==> config.mk <==
export PLATFORM = sky130hd
export DESIGN_NAME = bbcw_div
export DESIGN_NICKNAME = d
export VERILOG_FILES = /design/src/hw/rtl/bbcw_div.sv
export SDC_FILE = /design/constraint.sdc
export NUM_CORES = 1
export LEC_CHECK = 0
export BUFFER_PORTS_ARGS = -buffer_cell sky130_fd_sc_hd__buf_2
export CAP_MARGIN = 20
export CORE_MARGIN = 2
export CORE_UTILIZATION = 50
export CTS_CLUSTER_SIZE = 25
export DETAILED_ROUTE_END_ITERATION = 8
export GPL_TIMING_DRIVEN = 0
export PLACE_DENSITY = 0.76
export SLEW_MARGIN = 15
export SYNTH_ARGS = -nofsm -noshare
export SYNTH_HDL_FRONTEND = slang
export SYNTH_SLANG_ARGS = --single-unit
==> constraint.sdc <==
create_clock -name clk -period 2.8 [get_ports clk]
set_input_delay 0 -clock clk [delete_from_list [all_inputs] [get_ports clk]]
set_output_delay 0 -clock clk [all_outputs]
set_load 0.03 [all_outputs]
==> src/hw/rtl/bbcw_div.sv <==
// ----------------------------------------------------------------------------
// bbcw_div
// restoring divider, one quotient bit per cycle
// ----------------------------------------------------------------------------
`default_nettype none

module bbcw_div #(
  parameter int NW = 25,  // numerator width
  parameter int DW = 9,   // divisor width
  parameter int QW = 16   // quotient width, numerator >> QW must be below divisor
) (
  input  wire logic          clk,
  input  wire logic          rst,
  input  wire logic          start,
  input  wire logic [NW-1:0] num,
  input  wire logic [DW-1:0] den,
  output      logic          done,
  output      logic [QW-1:0] quot
);

  localparam int CNT_W = $clog2(QW + 1);

  logic [DW-1:0]    rem;
  logic [QW-1:0]    nq;
  logic [DW-1:0]    den_r;
  logic [CNT_W-1:0] cnt;
  logic             run;
  logic [DW:0]      cand;
  logic             take;

  assign cand = {rem, nq[QW-1]};
  assign take = (cand >= {1'b0, den_r});
  assign quot = nq;

  always_ff @(posedge clk) begin
    if (rst) begin
      run  <= 1'b0;
      done <= 1'b0;
      cnt  <= '0;
    end else begin
      done <= 1'b0;
      if (start) begin
        run   <= 1'b1;
        cnt   <= CNT_W'(QW);
        rem   <= DW'(num >> QW);
        nq    <= num[QW-1:0];
        den_r <= den;
      end else if (run) begin
        // shift in next numerator bit, subtract when it fits
        rem <= take ? DW'(cand - {1'b0, den_r}) : cand[DW-1:0];
        nq  <= {nq[QW-2:0], take};
        cnt <= cnt - 1'b1;
        if (cnt == CNT_W'(1)) begin
          run  <= 1'b0;
          done <= 1'b1;
        end
      end
    end
  end

endmodule

`default_nettype wire

# --- Yosys cells after proc, flatten, opt, wreduce, memory -nomap -nowiden ---
# Index checks and enable logic that the tools add are counted.
totals:
  ff_bits: 41
  latchBits: 0
  mem_bits_rw: 0
  rom_bits: 0
  input_bits: 37
  output_inout_bits: 17
  wordCells: 29
  mem_count: 0
classes:
  addsub: 2
  n_mul: 0
  div: 0
  magnitude_cmp: 1
  eq_ne: 1
  n_shift: 0
  n_mux: 11
  n_bitwise: 2
  reduce_logical: 5
ops:
  columns: ["cell", "n"]
  rows:
  - ["2-to-1 mux 16 bit", 2]
  - ["2-to-1 mux 9 bit", 3]
  - [">= comparator 10 x 9 -> 1 bit", 1]
  - ["2-to-1 mux 5 bit", 2]
  - ["subtractor 9 bit", 1]
  - ["equality test 5 x 1 -> 1 bit, second input constant", 1]
  - ["subtractor 5 x 1 -> 5 bit, second input constant", 1]
  - ["2-to-1 mux 1 bit", 4]
  - ["AND reduction 2 bit", 2]
  - ["OR reduction 3 bit", 1]
  - ["NOT 1 bit", 2]
  - ["nonzero test 2 bit", 1]
  - ["OR reduction 2 bit", 1]

# --- Logic depth before layout (Yosys ltp) ---
depth:
  word_depth: 4
  mapped_depth: 9
  mapped_depth_nobuf: 9

# --- Worst setup path after synthesis ---
# OpenSTA, ideal clock, no wires.
synth_timing:
  kind: "register -> register"
  from: "reg nq[15], in the netlist quot[15]"
  to: "reg rem[5], data pin"
  setup_time_ns: 0.261
  arrival_ns: 2.332
  required_ns: 2.539
  slack_ns: 0.207
  stages_incl_launch_ff: 10
  path_buffers: 0
  period_less_slack_ns: 2.593
  path_cell_list: "edfxtp_1 -> inv_1 -> ha_1 -> inv_1 -> fa_1 -> a211oi_1 -> o21ai_2 -> a21oi_4 -> a2111oi_0 -> a311o_1"
synth_via:
  elab_chain_len: 4
  word_cells_on_any_way: 5
  classes_between: "1 x add/sub; 1 x order compare; 3 x mux"
synth_lines:
  columns: ["item", "line", "source"]
  rows:
  - ["start: declaration", "24", "logic [QW-1:0] nq;"]
  - ["start signal: assignment", "46", "nq <= num[QW-1:0];"]
  - ["start signal: assignment", "51", "nq <= {nq[QW-2:0], take};"]
  - ["subtractor 9 bit or >= comparator 10 x 9 -> 1 bit (tied branches)", "50, 32", null]
  - ["2-to-1 mux 9 bit (*)", "50", "rem <= take ? DW'(cand - {1'b0, den_r}) : cand[DW-1:0];"]
  - ["2-to-1 mux 9 bit (*)", "48", "end else if (run) begin"]
  - ["2-to-1 mux 9 bit (*)", "42", "if (start) begin"]
  - ["end signal: assignment", "45", "rem <= DW'(num >> QW);"]
  - ["end signal: assignment", "50", null]
  - ["end: declaration", "23", "logic [DW-1:0] rem;"]
# Mark *: on every way between the ends. The rest lies on a longest branch, timed or not. The select of a mux whose other input is x is not followed.
# A chain may end at the register's enable or synchronous reset.

# --- Worst setup path in the final report ---
# Ends and elaborated chain as after synthesis.

==> flow_metrics.tcl <==
set metrics [dict create \
    hold_depth 2 \
    async_flop_share_pct 0 \
    postCtsSetupBuffers 0 \
    worst_slack_ns 0.1397 \
    cp_max_fo 7 \
    post-route-min-period_ns 2.660 \
    syn_inst 181 \
    outcome "completed" \
    grt_setup_unrepaired "no" \
    vias_per_cell 5.420 \
    detail-route-antenna-nets 0 \
    grt_usage_pct 18.25 \
    cap_violations 0 \
    clkLatencyLatePin_ns 0.29 \
    synth_flop_cell "edfxtp_1" \
    worst_pin_slew_ns 0.8455 \
    synth_edf_count 34 \
    power_density_nw_per_um2 550.2 \
    grt_first_pass_wirelength_mm 7.003 \
    dieArea_um2 4919 \
    gp_congestion 0.8281 \
    p_leak_uw 0.001105 \
    min_to "quot[8]" \
    ys_seq_area_share_pct 53.09 \
    pre_cts_ws_ns 0.1679 \
    hold_class "in -> reg" \
    fin_skew_ns 0.01146 \
    use_met3_pct 4.329 \
    fin_setup_tns_ns 0 \
    maxSlewHeadroom_pct 43.43 \
    r2r_start "quot[15]" \
    tritoncts "done" \
    drive_gt1_share_pct 32.02 \
    grt_max_degree 15 \
    ff2ff_setup_slack_ns 0.14 \
    portBuffers 51 \
    overflow 0 \
    fmax_mhz 375.9 \
    hold_buffers 11 \
    antenna_found_initial 0 \
    cts_num_sinks 41 \
    die_y_um 70.14 \
    min_from "num[8]" \
    final_cell_mix "buf_2, edfxtp_1, mux2_2" \
    met1_usage_pct 24.10 \
    synthDistinctLibCells 44 \
    nets 301 \
    ys_warn_count 0 \
    ys_seq_elements 41 \
    num_vias 1653 \
    finalHoldViolCount 0 \
    worstSetupPathType "reg -> reg" \
    area_growth_pct 24.83 \
    peakVddDrop_mv 0.3684 \
    clk_pin_slew_ns 0.08 \
    r2r_cells 9 \
    synth_fp_nets 230 \
    diodes 0 \
    power.total_uw 1502 \
    clock_path_buffers 2 \
    cts-root-buf "clkbuf_8" \
    cp.arrival_ns 2.70 \
    initial_utilization_pct 50.93 \
    syn-cell-area_um2 2187 \
    maxSlewViolCount 0 \
    dieWidth_um 70.14 \
    cts_buffers 5 \
    critPathRequiredTime_ns 2.84 \
    r2r_end "rem[5]" \
    first_iter_violations 112 \
    top_usage_layer "met2" \
    synth_area_leaders "edfxtp_1, mux2_2, dfxtp_1" \
    cp-start-kind "register" \
    wl_mm 4.535 \
    gr-usage-met2_pct 30.48 \
    worst_setup_path_end_kind "register" \
    setup_viol 0 \
    syn_avg_cell_area_um2 12.08 \
    post-route-period-util_pct 95.01 \
    synth_top_area_share_pct 46.68 \
    dr.pass1.iters 4 \
    n_fill_cell 369 \
    ctsHtreeMaxLevel 2 \
    final_common_cell "buf_2" \
    grt_pass1_vias 1520 \
    core_um2 4294 \
    post_cts_resized 0 \
    std_cell_rows 24 \
    route.detailed.drc 0 \
    pin_count 54 \
    fin_util_pct 63.58 \
    yosys.area.top_type "edfxtp_1" \
    place_hpwl_mm 3.402 \
    wl_per_cell_um 14.87 \
]
through the flow:
step / cell area [µm²] / hold WS (ns) / std cells
after floorplan: 2187 / 0.09887 / 181
after CTS: 2720 / 0.0006467 / 304
after global placement: 2507 / 0.1785 / 284
final: 2730 / 0.008320 / 305
after detailed placement: 2525 / 0.1781 / 285
after global routing: 2730 / 0.003424 / 305
cells by family (layout without fill, tap and decap cells):
group / count (synthesis) / after routing / synth area share [%]
mux: 15 / 15 / 7.723
compound gates: 39 / 39 / 14.47
xor+xnor: 9 / 9 / 3.604
buf+inv: 20 / 92 / 3.432
fa+ha+maj: 12 / 12 / 7.208
flops: 41 / 41 / 53.09
simple gates: 45 / 45 / 10.47
power by group:
part / switching [µW] / internal, µW
combinational: 210 / 166
clock: 203 / 178
sequential: 26.0 / 719
total: 439 / 1060
how the worst max path moves through the flow:
stage | start | to
global placement | start | quot[4]
detailed placement | quot[15] | rem[5]
global route | quot[15] | rem[5]
finish | quot[15] | rem[5]
CTS | quot[15] | rem[5]
floorplan | quot[15] | rem[5]
state kept, by name (all words and copies together), names as in the netlist:
name and cells:
done 1, rem 9, den_r 9, cnt 5
run 1, quot 16
synth_stat cells, types with 2 or more instances:
cell type and instances:
nand2_1 10, xor2_1 4, o21ai_0 5, nor4b_1 2, a21oi_1 5, edfxtp_1 34, a31oi_1 2, ha_1 11
inv_1 14, nor2_1 9, a2111oi_0 2, nor3_1 9, xnor2_1 5, a311o_1 2, a21o_1 3, o211ai_1 3
o21bai_1 2, clkbuf_1 5, mux2_2 15, o21ai_1 2, a211oi_1 2, nand3_1 3, nand4_1 3, and2_1 3
dfxtp_1 7
per-layer routing:
| layer | wire length [µm] | share of wire, % |
|---|---|---|
| met1 | 1993 | 44 |
| met2 | 2281 | 50 |
| met3 | 231 | 5.1 |
| met4 | 29 | 0.64 |
| met5 | 0 | 0 |
final cells by class:
type | instances | area [µm²] | area share [%]
timing repair buffer | 64 | 390.4 | 14.30
clock buffer | 7 | 76.32 | 2.796
sequential | 41 | 1161 | 42.53
buffer | 6 | 22.52 | 0.8249
multi-input combinational | 120 | 953.4 | 34.92
inverter | 14 | 52.55 | 1.925
tap | 52 | 65.06 | 2.383
clock inverter | 1 | 8.758 | 0.3208
critical path, cell delays in order, from the launching register on:
cell and delay (ns):
edfxtp_1 0.40, inv_1 0.11, ha_1 0.17, inv_1 0.05, fa_1 0.42, a211oi_1 0.40
o21ai_2 0.17, a21oi_4 0.23, a2111oi_0 0.10, a311o_1 0.37
Note: power is estimated with default switching activity, not from simulation.
